==> config.mk <==
export PLATFORM = sky130hd
export DESIGN_NAME = rounded_word_crc32_accumulator
export DESIGN_NICKNAME = d
export VERILOG_FILES = /design/src/hdl/rwc32_pkg.sv /design/src/hdl/rwc32_fold.sv /design/src/hdl/rounded_word_crc32_accumulator.sv
export VERILOG_INCLUDE_DIRS = /design/src /design/src/hdl
export SDC_FILE = /design/constraint.sdc
export NUM_CORES = 1
export LEC_CHECK = 0
export BUFFER_PORTS_ARGS = -buffer_cell sky130_fd_sc_hd__buf_2
export CORE_UTILIZATION = 45
export DETAILED_ROUTE_END_ITERATION = 10
export MAX_ROUTING_LAYER = met4
export PLACE_DENSITY = 0.72
export SYNTH_ARGS = -nofsm -noshare
export SYNTH_HDL_FRONTEND = slang
export SYNTH_SLANG_ARGS = --single-unit
==> constraint.sdc <==
create_clock -name aclk -period 11.1 [get_ports aclk]
set_clock_uncertainty 0.05 [all_clocks]
set_input_delay 2.22 -clock aclk [delete_from_list [all_inputs] [get_ports aclk]]
set_output_delay 2.22 -clock aclk [all_outputs]
set_load 0.05 [all_outputs]
==> src/hdl/rounded_word_crc32_accumulator_macros.svh <==
// ----------------------------------------------------------------------------
// rounded word crc32 accumulator assertion macros
// shared concurrent assertion forms, clocked on aclk, held off during reset
// ----------------------------------------------------------------------------
`ifndef ROUNDED_WORD_CRC32_ACCUMULATOR_MACROS_SVH
`define ROUNDED_WORD_CRC32_ACCUMULATOR_MACROS_SVH

// same-cycle implication
`define RWC32_ASSERT_SAME(label, ante, cons) \
    label: assert property (@(posedge aclk) disable iff (!aresetn) (ante) |-> (cons)) \
        else $error("rwc32 same-cycle check failed");

// next-cycle implication
`define RWC32_ASSERT_NEXT(label, ante, cons) \
    label: assert property (@(posedge aclk) disable iff (!aresetn) (ante) |=> (cons)) \
        else $error("rwc32 next-cycle check failed");

`endif

==> src/hdl/rwc32_pkg.sv <==
// ----------------------------------------------------------------------------
// rwc32_pkg
// widths, register indexes, rounding and crc helpers for the rounded word crc32 block
// ----------------------------------------------------------------------------
package rwc32_pkg;

    localparam int WORD_W = 32;
    localparam int CLR_W  = 5;
    localparam int IDX_W  = 1;

    localparam logic [WORD_W-1:0] CRC_POLY  = 32'hEDB88320;
    localparam logic [WORD_W-1:0] BYTE_MASK = 32'h000000FF;
    localparam logic [WORD_W-1:0] CRC_RESET = 32'hFFFFFFFF;

    // configuration register indexes
    localparam logic [IDX_W-1:0] REG_BITS_TO_CLEAR = 1'b0;
    localparam logic [IDX_W-1:0] REG_SEED_VALUE    = 1'b1;

    // add 2^n with wrap, then clear the low n bits
    function automatic logic [WORD_W-1:0] round_word(
        input logic [WORD_W-1:0] word,
        input logic [CLR_W-1:0]  n
    );
        logic [WORD_W-1:0] rounder;
        logic [WORD_W-1:0] mask;
        rounder = {{(WORD_W-1){1'b0}}, 1'b1} << n;
        mask    = ~(rounder - {{(WORD_W-1){1'b0}}, 1'b1});
        return (word + rounder) & mask;
    endfunction

    // one reflected byte step, bit by bit
    function automatic logic [WORD_W-1:0] crc_fold_byte(
        input logic [WORD_W-1:0] crc,
        input logic [7:0]        byte_in
    );
        logic [WORD_W-1:0] c;
        c = crc ^ ({24'd0, byte_in} & BYTE_MASK);
        for (int k = 0; k < 8; k++) begin
            c = c[0] ? ((c >> 1) ^ CRC_POLY) : (c >> 1);
        end
        return c;
    endfunction

endpackage

==> src/hdl/rwc32_fold.sv <==
// ----------------------------------------------------------------------------
// rwc32_fold
// folds one 32-bit word into a reflected crc32, low byte first
// ----------------------------------------------------------------------------
module rwc32_fold (
    input  logic [rwc32_pkg::WORD_W-1:0] crc_in,
    input  logic [rwc32_pkg::WORD_W-1:0] word_in,
    output logic [rwc32_pkg::WORD_W-1:0] crc_out
);
    import rwc32_pkg::*;

    logic [WORD_W-1:0] c0;
    logic [WORD_W-1:0] c1;
    logic [WORD_W-1:0] c2;

    always_comb begin
        c0      = crc_fold_byte(crc_in, word_in[7:0]);
        c1      = crc_fold_byte(c0, word_in[15:8]);
        c2      = crc_fold_byte(c1, word_in[23:16]);
        crc_out = crc_fold_byte(c2, word_in[31:24]);
    end

endmodule

==> src/hdl/rounded_word_crc32_accumulator.sv <==
// ----------------------------------------------------------------------------
// rounded_word_crc32_accumulator
// streaming crc32 over coarsened float words with restart and final inversion
// ----------------------------------------------------------------------------
// Each input transfer carries one 32-bit word. The word is rounded (2^n added
// with wrap, low n bits cleared, n = bits_to_clear) as it is registered, and
// as it leaves the input register its four bytes, low byte first, are folded
// into the running reflected crc32 (polynomial 0xEDB88320). tuser set reloads
// the running value from seed_value before the word is folded in. On a
// transfer with tlast set the value is inverted, kept as the new running value
// and presented on m_tdata. One word is taken every cycle except while the
// input is held; the result is registered after the input register and the
// four-byte fold. The input keeps flowing while a result waits; only a second
// final word that would overwrite an untaken result holds the input. The user
// must write configuration through cfg_wr_en / cfg_index / cfg_wdata while the
// block is idle; the block itself does not enforce this.
// ----------------------------------------------------------------------------
`include "rounded_word_crc32_accumulator_macros.svh"

module rounded_word_crc32_accumulator (
    input  logic                          aclk,
    input  logic                          aresetn,
    // configuration write port
    input  logic                          cfg_wr_en,
    input  logic [rwc32_pkg::IDX_W-1:0]   cfg_index,
    input  logic [rwc32_pkg::WORD_W-1:0]  cfg_wdata,
    // input stream
    input  logic                          s_tvalid,
    output logic                          s_tready,
    input  logic [rwc32_pkg::WORD_W-1:0]  s_tdata,  // [31:0] data_word
    input  logic                          s_tuser,  // [0] restart
    input  logic                          s_tlast,  // last_word
    // result stream
    output logic                          m_tvalid,
    input  logic                          m_tready,
    output logic [rwc32_pkg::WORD_W-1:0]  m_tdata   // [31:0] crc_result
);
    import rwc32_pkg::*;

    // configuration registers
    logic [CLR_W-1:0]  bits_to_clear_reg;
    logic [WORD_W-1:0] seed_value_reg;

    // input stage: rounded word plus flags
    logic              in_vld_reg;
    logic [WORD_W-1:0] in_word_reg;
    logic              in_restart_reg;
    logic              in_last_reg;

    // running crc and result register
    logic [WORD_W-1:0] running_crc_reg;
    logic [WORD_W-1:0] running_crc_next;
    logic              m_tvalid_reg;
    logic [WORD_W-1:0] m_tdata_reg;

    logic [WORD_W-1:0] crc_start;
    logic [WORD_W-1:0] crc_folded;
    logic              advance;   // input stage item moves on this cycle
    logic              s_xfer;

    // a final word can move only when the result register is free or drains
    assign advance  = in_vld_reg && (!in_last_reg || !m_tvalid_reg || m_tready);
    assign s_tready = !in_vld_reg || advance;
    assign s_xfer   = s_tvalid && s_tready;

    // register writes; out-of-range codes cannot occur with this index width
    always_ff @(posedge aclk) begin
        if (!aresetn) begin
            bits_to_clear_reg <= '0;
            seed_value_reg    <= CRC_RESET;
        end else if (cfg_wr_en) begin
            unique case (cfg_index)
                REG_BITS_TO_CLEAR: bits_to_clear_reg <= cfg_wdata[CLR_W-1:0];
                REG_SEED_VALUE:    seed_value_reg    <= cfg_wdata;
                default:           ;
            endcase
        end
    end

    // input register, rounding done on the way in
    always_ff @(posedge aclk) begin
        if (!aresetn) begin
            in_vld_reg <= 1'b0;
        end else if (s_tready) begin
            in_vld_reg <= s_tvalid;
        end
    end

    always_ff @(posedge aclk) begin
        if (s_xfer) begin
            in_word_reg    <= round_word(s_tdata, bits_to_clear_reg);
            in_restart_reg <= s_tuser;
            in_last_reg    <= s_tlast;
        end
    end

    // crc update
    assign crc_start = in_restart_reg ? seed_value_reg : running_crc_reg;

    rwc32_fold u_fold (
        .crc_in  (crc_start),
        .word_in (in_word_reg),
        .crc_out (crc_folded)
    );

    assign running_crc_next = in_last_reg ? ~crc_folded : crc_folded;

    always_ff @(posedge aclk) begin
        if (!aresetn) begin
            running_crc_reg <= CRC_RESET;
        end else if (advance) begin
            running_crc_reg <= running_crc_next;
        end
    end

    // result register
    always_ff @(posedge aclk) begin
        if (!aresetn) begin
            m_tvalid_reg <= 1'b0;
        end else if (advance && in_last_reg) begin
            m_tvalid_reg <= 1'b1;
        end else if (m_tready) begin
            m_tvalid_reg <= 1'b0;
        end
    end

    always_ff @(posedge aclk) begin
        if (advance && in_last_reg) begin
            m_tdata_reg <= running_crc_next;
        end
    end

    assign m_tvalid = m_tvalid_reg;
    assign m_tdata  = m_tdata_reg;

    // a final word leaves the result equal to the new running value
    `RWC32_ASSERT_NEXT(a_result_matches_state, advance && in_last_reg, m_tvalid_reg && (m_tdata_reg == running_crc_reg))
    // a non-final word never drops a waiting result
    `RWC32_ASSERT_NEXT(a_result_kept, advance && !in_last_reg && m_tvalid_reg && !m_tready, m_tvalid_reg)
    // input only held by a final word blocked behind an untaken result
    `RWC32_ASSERT_SAME(a_ready_reason, !s_tready, in_vld_reg && in_last_reg && m_tvalid_reg && !m_tready)
    // running value stays put while nothing moves
    `RWC32_ASSERT_NEXT(a_state_hold, !advance, $stable(running_crc_reg))

endmodule

# After elaboration in Yosys (flattened, before gate mapping)
# Index checks and enable logic that the tools add are counted.
dict set report word_totals {
  elab_cells 100
  mem_count 0
  output_inout_bits 34
  mem_bits_ro 0
  mem_bits_rw 0
  input_bits 72
  latchBits 0
  ff_bits 137
}
dict set report classes {
  mul 0
  n_mux 36
  shift 1
  n_lt_le_gt_ge 0
  n_addsub 2
  eq_ne 0
  bitwise_logic 40
  div_mod_pow 0
  reduce_logical 12
}
# operator n
set ops {}
lappend ops {{two-way mux 32 bit} 34}
lappend ops {{NOT 13 -> 14 bit} 32}
lappend ops {{bitwise XOR 32 x 8 -> 32 bit} 4}
lappend ops {{NOT 32 bit} 2}
lappend ops {{adder 32 bit} 1}
lappend ops {{bitwise AND 32 bit} 1}
lappend ops {{<< shifter 1 x 5 -> 32 bit, first input constant} 1}
lappend ops {{subtractor 32 x 1 -> 32 bit, second input constant} 1}
lappend ops {{AND reduction 2 bit} 2}
lappend ops {{logical AND 1 bit} 3}
lappend ops {{logical NOT 1 bit} 3}
lappend ops {{logical OR 1 bit} 3}
lappend ops {{two-way mux 1 bit} 2}
lappend ops {{nonzero test 2 bit} 1}
lappend ops {{NOT 1 bit} 1}

# Logic depth before layout (Yosys ltp)
# Gate-level depths: netlist of the first run.
dict set report depth {
  depth_word 71
  ltp_mapped 19
}

# Cells and area by module
# From an unflattened synthesis of the first run, not the netlist that was laid out.
dict set report unflattened {
  hier_cells 1022
  hier_area_um2 10983.0
}
# module area_each_um2 n_inst seq_area_each_um2 cells_each
set modules_own_cells {}
lappend modules_own_cells {rounded_word_crc32_accumulator 7498.4 1 3403.3 785}
lappend modules_own_cells {rwc32_fold 3484.6 1 0.0 237}

# Worst setup path before layout of the first run
# OpenSTA, ideal clock, no wires.
dict set report synth_path {
  path_kind {input-to-output}
  start {input port m_tready}
  end {output port s_tready}
  required_time_ns 8.830
  setup_slack_ns 5.981
  t_arrival_ns 2.849
  path_stages 2
  cell_sequence {nor2b_1 nand3_1}
}
dict set report synth_via {
  elab_chain_len 3
}
# item line
set synth_rtl {}
lappend synth_rtl {{start, declared} rounded_word_crc32_accumulator.sv:35} ;# input logic m_tready,
lappend synth_rtl {{logical OR 1 bit} rounded_word_crc32_accumulator.sv:62} ;# assign advance = in_vld_reg && (!in_last_reg || !m_tvalid_reg || m_tready);
lappend synth_rtl {{logical AND 1 bit} rounded_word_crc32_accumulator.sv:62}
lappend synth_rtl {{logical OR 1 bit} rounded_word_crc32_accumulator.sv:63} ;# assign s_tready = !in_vld_reg || advance;
lappend synth_rtl {{end, declared} rounded_word_crc32_accumulator.sv:29} ;# output logic s_tready,
# No other way between the ends.

# Worst setup path in the final report of the first run
# Same ends and word-level chain as after synthesis.

==> out/results.txt, run 1 <==
Die area - 0.02346 mm2
Post-Syn Instances - 1049
DRC - 1
Commonest non-fill, non-tap cell in the layout - xnor2_1
Most frequent CP cell - buf_2
Routed vias/inst - 5.187
Routability congestion estimate - 0.9466
CP cell instances - buf_2, nor2b_1, nand3_1, buf_2
# IOs - 106
Share of synthesized registers carrying an async set or reset - 0%
Worst-Margin Slew - 1122 ps
Outcome - finished, violations left
Area growth syn-to-layout - 12.67%
Die span in x - 153.2 um
Initial core utilization - 46.54%
Buffers on Ports - 105
Sequential fraction of the synthesis area - 33.10%
Hold depth - 2
Post-CTS Resized - 0
DR vias - 7396
Hold buffers post-CTS - 0
Longest Clk Path Bufs - 2
TritonCTS buffer count - 17
Mapped Avg Cell Area - 9.802 um2
Final WL - 24310 um
Net Count, Synth - 1153
H-tree levels - 4
Commonest cells after routing, fill and taps aside - xnor2_1 (168), nand2_1 (141), buf_2 (105)
R2r startpoint - in_restart_reg
Ys Warns - 0
Final Hold Vio Count - 0
Ys flop type - dfxtp_1
Final setup violating endpoints - 0
Buffers and inverters on the worst path - 2
Post-CTS Setup Bufs - 0
Flop-to-flop setup slack - 5990 ps
CTS clk-pin slew, worst paths - 60 ps
Initial antenna violation count - 0
Largest net degree at the start of global routing - 72
Post-route setup TNS - 0 ps
Worst setup path class - primary input to primary output
Worst path arrival time - 3020 ps
Failing checks - design-rule violations
Layout cell share with drive strength beyond 1 - 19.55%
N_diodes - 0
Register area - 0.003403 mm2
Worst reg2reg endpoint - running_crc_reg[26]
Final HPWL from detailed placement - 19020 um
Clk Tree Root Cell - clkbuf_16
CP Launch Type - primary input
CTS tree - done
First-pass GRT wire length - 38400 um
RSZ-0062 raised after global routing - false
Slowest stage delay, CP - 310 ps
Multi-input gate area - 0.006626 mm2
Max-slew headroom - 24.99%
Post-synth EDFFs - 66
Fmax achieved - 0.1892 GHz
R2R depth - 15
GRT overflow - 0
Antenna viol nets, final - 0
Hold wc startpoint - seed_value_reg[3]
Hold path endpoint - seed_value_reg[3]
Req. time, crit path - 8830 ps
Die Height - 153.2 um
Slowest cell on the critical path - nor2b_1
DRT iter0 DRCs - 426
Row count - 54
Top Family by Delay on Critical Path - simple AND/OR/NAND/NOR gates
Core area - 0.02209 mm2
CTS Sinks - 137
Minimum clock period - 5286 ps
Maxcap violations - 0
Post-route cell area - 0.01158 mm2
Number of global-route vias before repair - 7192
CP Capture Type - primary output
Crit-path max FO - 4
Latest clock arrival within the worst-skew pair - 440 ps
Synthesis-stage register bit count - 137
Worst hold path type - register to register
Final period util - 47.62%
Core Util, Final - 52.44%
Max-slew violations - 0
Mapped Area - 0.01028 mm2
TritonRoute pass-1 iters - 9
Area of placed instances - 0.01103 mm2
Layout Nets - 1237
Unique masters post-synth - 59
# fillers - 1954
WL/cell - 17.05 um
Overall routing resource usage - 21.88%
## tightest hold or removal path: stages, from the launching register on
cell     delay, ps
dfxtp_1        320
nand2_1         50
nand3_1         70
## layout make-up
| cell class | count | share of cell area (%) |
|---|---|---|
| timing repair buffer | 112 | 4.990 |
| multi-input combinational | 847 | 57.20 |
| clock inverter | 12 | 0.7884 |
| sequential | 137 | 29.38 |
| clock buffer | 20 | 4.039 |
| tap | 280 | 3.024 |
| inverter | 18 | 0.5832 |
## how the worst max path moves through the flow
stage	start	end	slack, ps	cells after the start
3_5_place_dp	s_tdata[0]	in_word_reg[30]	5590	17
4_1_cts	m_tready	s_tready	5810	4
5_1_grt	s_tdata[0]	in_word_reg[30]	5700	17
3_3_place_gp	s_tdata[0]	in_word_reg[30]	5740	17
2_1_floorplan	m_tready	s_tready	5980	2
6_report	m_tready	s_tready	5810	4
## Yosys cell counts (all sizes together) (6+ instances only)
cell type    n  area share, %
mux2i       39            4.1
and3         8           0.49
dfxtp       71             14
nor2        80            2.9
buf          7           0.49
inv         18           0.66
nand3       58            2.8
o21ai       43            2.1
o211ai       9           0.66
ha          31            3.8
nand2      141            5.1
nor3         8           0.39
a21o        14            1.0
edfxtp      66             19
clkbuf      40            1.5
nand2b       8           0.49
a211oi       8           0.58
xnor2      211             23
and2         6           0.37
a21oi       33            1.6
xor2        84            8.7
nor2b       16           0.97
## metrics by stage
step	setup WS, ps	instances	hold WS, ps
3_3_place_gp	5742	1394	401.3
6_report	5814	1426	420.8
5_1_grt	5699	1426	432.8
4_1_cts	5811	1426	427.3
3_5_place_dp	5593	1394	410.4
2_1_floorplan	5981	1049	389.8
## metal layers
| layer | wire length [um] | part of all wire (%) | GRT usage [%] |
|---|---|---|---|
| met1 | 11270 | 46 | 28.24 |
| met2 | 11680 | 48 | 35.36 |
| met3 | 938 | 3.9 | 2.892 |
| met4 | 426 | 1.8 | 7.311 |
| met5 | 0 | 0 | - |
## logic make-up after synthesis
group | after synthesis | synth area share (%)
flops | 137 | 33.10
mux | 39 | 4.137
fa+ha+maj | 32 | 3.967
simple gates | 340 | 14.61
xor+xnor | 301 | 33.46
buf+inv | 65 | 2.604
compound gates | 135 | 8.116
Power of run 1 is not shown: default switching activity piles up to over one toggle a cycle in this logic, so the estimate is an artifact.
==> run 2: changes to the inputs <==
==> constraint.sdc (replaced) <==
create_clock -name aclk -period 5.25 [get_ports aclk]
set_clock_uncertainty 0.05 [all_clocks]
set_input_delay 1.05 -clock aclk [delete_from_list [all_inputs] [get_ports aclk]]
set_output_delay 1.05 -clock aclk [all_outputs]
set_load 0.05 [all_outputs]
==> out/results.txt, run 2 (synthesized netlist as in run 1, its figures left out) <==
TritonCTS buffer count - 17 (unchanged)
Largest net degree at the start of global routing - 72 (unchanged)
Global routing's busiest layer - met2
# fillers - 1977 (+1.2%)
Fmax achieved - 0.2061 GHz
Final WL - 24830 um (+2.1%)
DR vias - 7445 (+0.66%)
CP Launch Type - register
Post-CTS Setup Bufs - 0 (unchanged)
Hold buffers post-CTS - 0 (unchanged)
Req. time, crit path - 5470 ps (-3360 ps)
RSZ-0062 raised after global routing - false
Row count - 54 (unchanged)
N_diodes - 0 (unchanged)
Die Height - 153.2 um (unchanged)
Max-slew violations - 0 (unchanged)
TritonRoute pass-1 iters - 8 (-1)
Routability congestion estimate - 0.9240 (-2.4%)
Worst reg2reg endpoint - running_crc_reg[23]
CTS tree - done
Outcome - finished, violations left
Met1 usage - 28.51% (+0.27 points)
Met3 usage - 2.949% (+0.057 points)
Initial core utilization - 46.54% (unchanged)
Core area - 0.02209 mm2 (unchanged)
Longest Clk Path Bufs - 2 (unchanged)
Die span in x - 153.2 um (unchanged)
Commonest non-fill, non-tap cell in the layout - xnor2_1
Flop-to-flop setup slack - 400 ps (-5590 ps)
Area growth syn-to-layout - 14.42%
Initial antenna violation count - 0 (unchanged)
R2R depth - 15 (unchanged)
Hold path endpoint - seed_value_reg[12]
Register area - 0.003403 mm2 (unchanged)
Multi-input gate area - 0.006626 mm2 (unchanged)
Number of global-route vias before repair - 7523 (+4.6%)
R2r startpoint - in_restart_reg
Hold depth - 2 (unchanged)
Die area - 0.02346 mm2 (unchanged)
DRT iter0 DRCs - 474 (+11%)
Max-slew headroom - 26.01% (+1.0 points)
# IOs - 106 (unchanged)
H-tree levels - 4 (unchanged)
Layout cell share with drive strength beyond 1 - 20.29% (+0.75 points)
Met2 usage - 37.68% (+2.3 points)
Final period util - 92.42%
Worst hold path type - register to register
Worst setup path class - register to register
Post-route setup TNS - 0 ps (unchanged)
CTS clk-pin slew, worst paths - 60 ps (about the same)
Layout Nets - 1249 (+0.97%)
WL/cell - 17.26 um (+1.3%)
First-pass GRT wire length - 39890 um (+3.9%)
Worst path arrival time - 5080 ps (+2060 ps)
Routed vias/inst - 5.177 (-0.18%)
Clk Tree Root Cell - clkbuf_16
Post-CTS Resized - 0 (unchanged)
Commonest cells after routing, fill and taps aside - xnor2_1 (168), nand2_1 (141), buf_2 (105)
Core Util, Final - 53.25% (+0.82 points)
Overall routing resource usage - 22.59% (+0.70 points)
Final setup violating endpoints - 0 (unchanged)
Final Hold Vio Count - 0 (unchanged)
Minimum clock period - 4852 ps
Maxcap violations - 0 (unchanged)
CTS Sinks - 137 (unchanged)
Failing checks - design-rule violations
Crit-path max FO - 14 (+10)
Buffers on Ports - 105 (unchanged)
Latest clock arrival within the worst-skew pair - 420 ps (-20 ps)
Final HPWL from detailed placement - 19760 um (+3.9%)
DRC - 1 (unchanged)
CP Capture Type - register
Antenna viol nets, final - 0 (unchanged)
Worst-Margin Slew - 1107 ps (-15.18 ps)
Hold wc startpoint - seed_value_reg[12]
GRT overflow - 0 (unchanged)
[run 2: final cells by class]
type                            count  area share [%]
Clock buffer                       19           3.680
Clock inverter                     13           1.840
Multi-Input combinational cell    847           56.32
Sequential cell                   137           28.93
Inverter                           18          0.5743
Tap cell                          280           2.978
Timing Repair Buffer              124           5.679
[run 2: worst max-delay path by stage]
stage                          endpoint      startpoint  slack (ps)
CTS                 running_crc_reg[23]  in_restart_reg         390
detailed placement  running_crc_reg[23]  in_restart_reg         420
global placement    running_crc_reg[23]  in_restart_reg         590
global route        running_crc_reg[23]  in_restart_reg         130
finish              running_crc_reg[23]  in_restart_reg         400
floorplan           running_crc_reg[26]  in_restart_reg        1180
[run 2: through the flow]
step,hold slack (ps),instance area [um2],instances,worst slack (ps)
after floorplan,389.8,10280,1049,1181
final,419.2,11770,1438,397.8
after detailed placement,407.4,11120,1406,419.5
after CTS,422.0,11770,1438,385.7
after global routing,440.5,11770,1438,133.0
after global placement,402.5,11120,1406,592.7
[run 2: worst max-delay path: stages (launching register included)]
cell	delay, ps
edfxtp_1	600
buf_4	370
mux2i_1	250
xnor2_1	200
xnor3_2	470
xor2_2	350
xor2_1	260
xnor2_2	160
xnor3_2	490
xnor2_4	230
xnor2_4	340
xor2_2	270
xor2_2	280
xnor2_1	150
nor2_1	120
o21ai_1	80
[run 2: metal layers]
layer	up-vias	share of wire (%)
met2	189	49
li1	3713	-
met5	-	0
met4	0	1.7
met3	24	3.4
met1	3519	46
Power of run 2 is left out for the same reason.
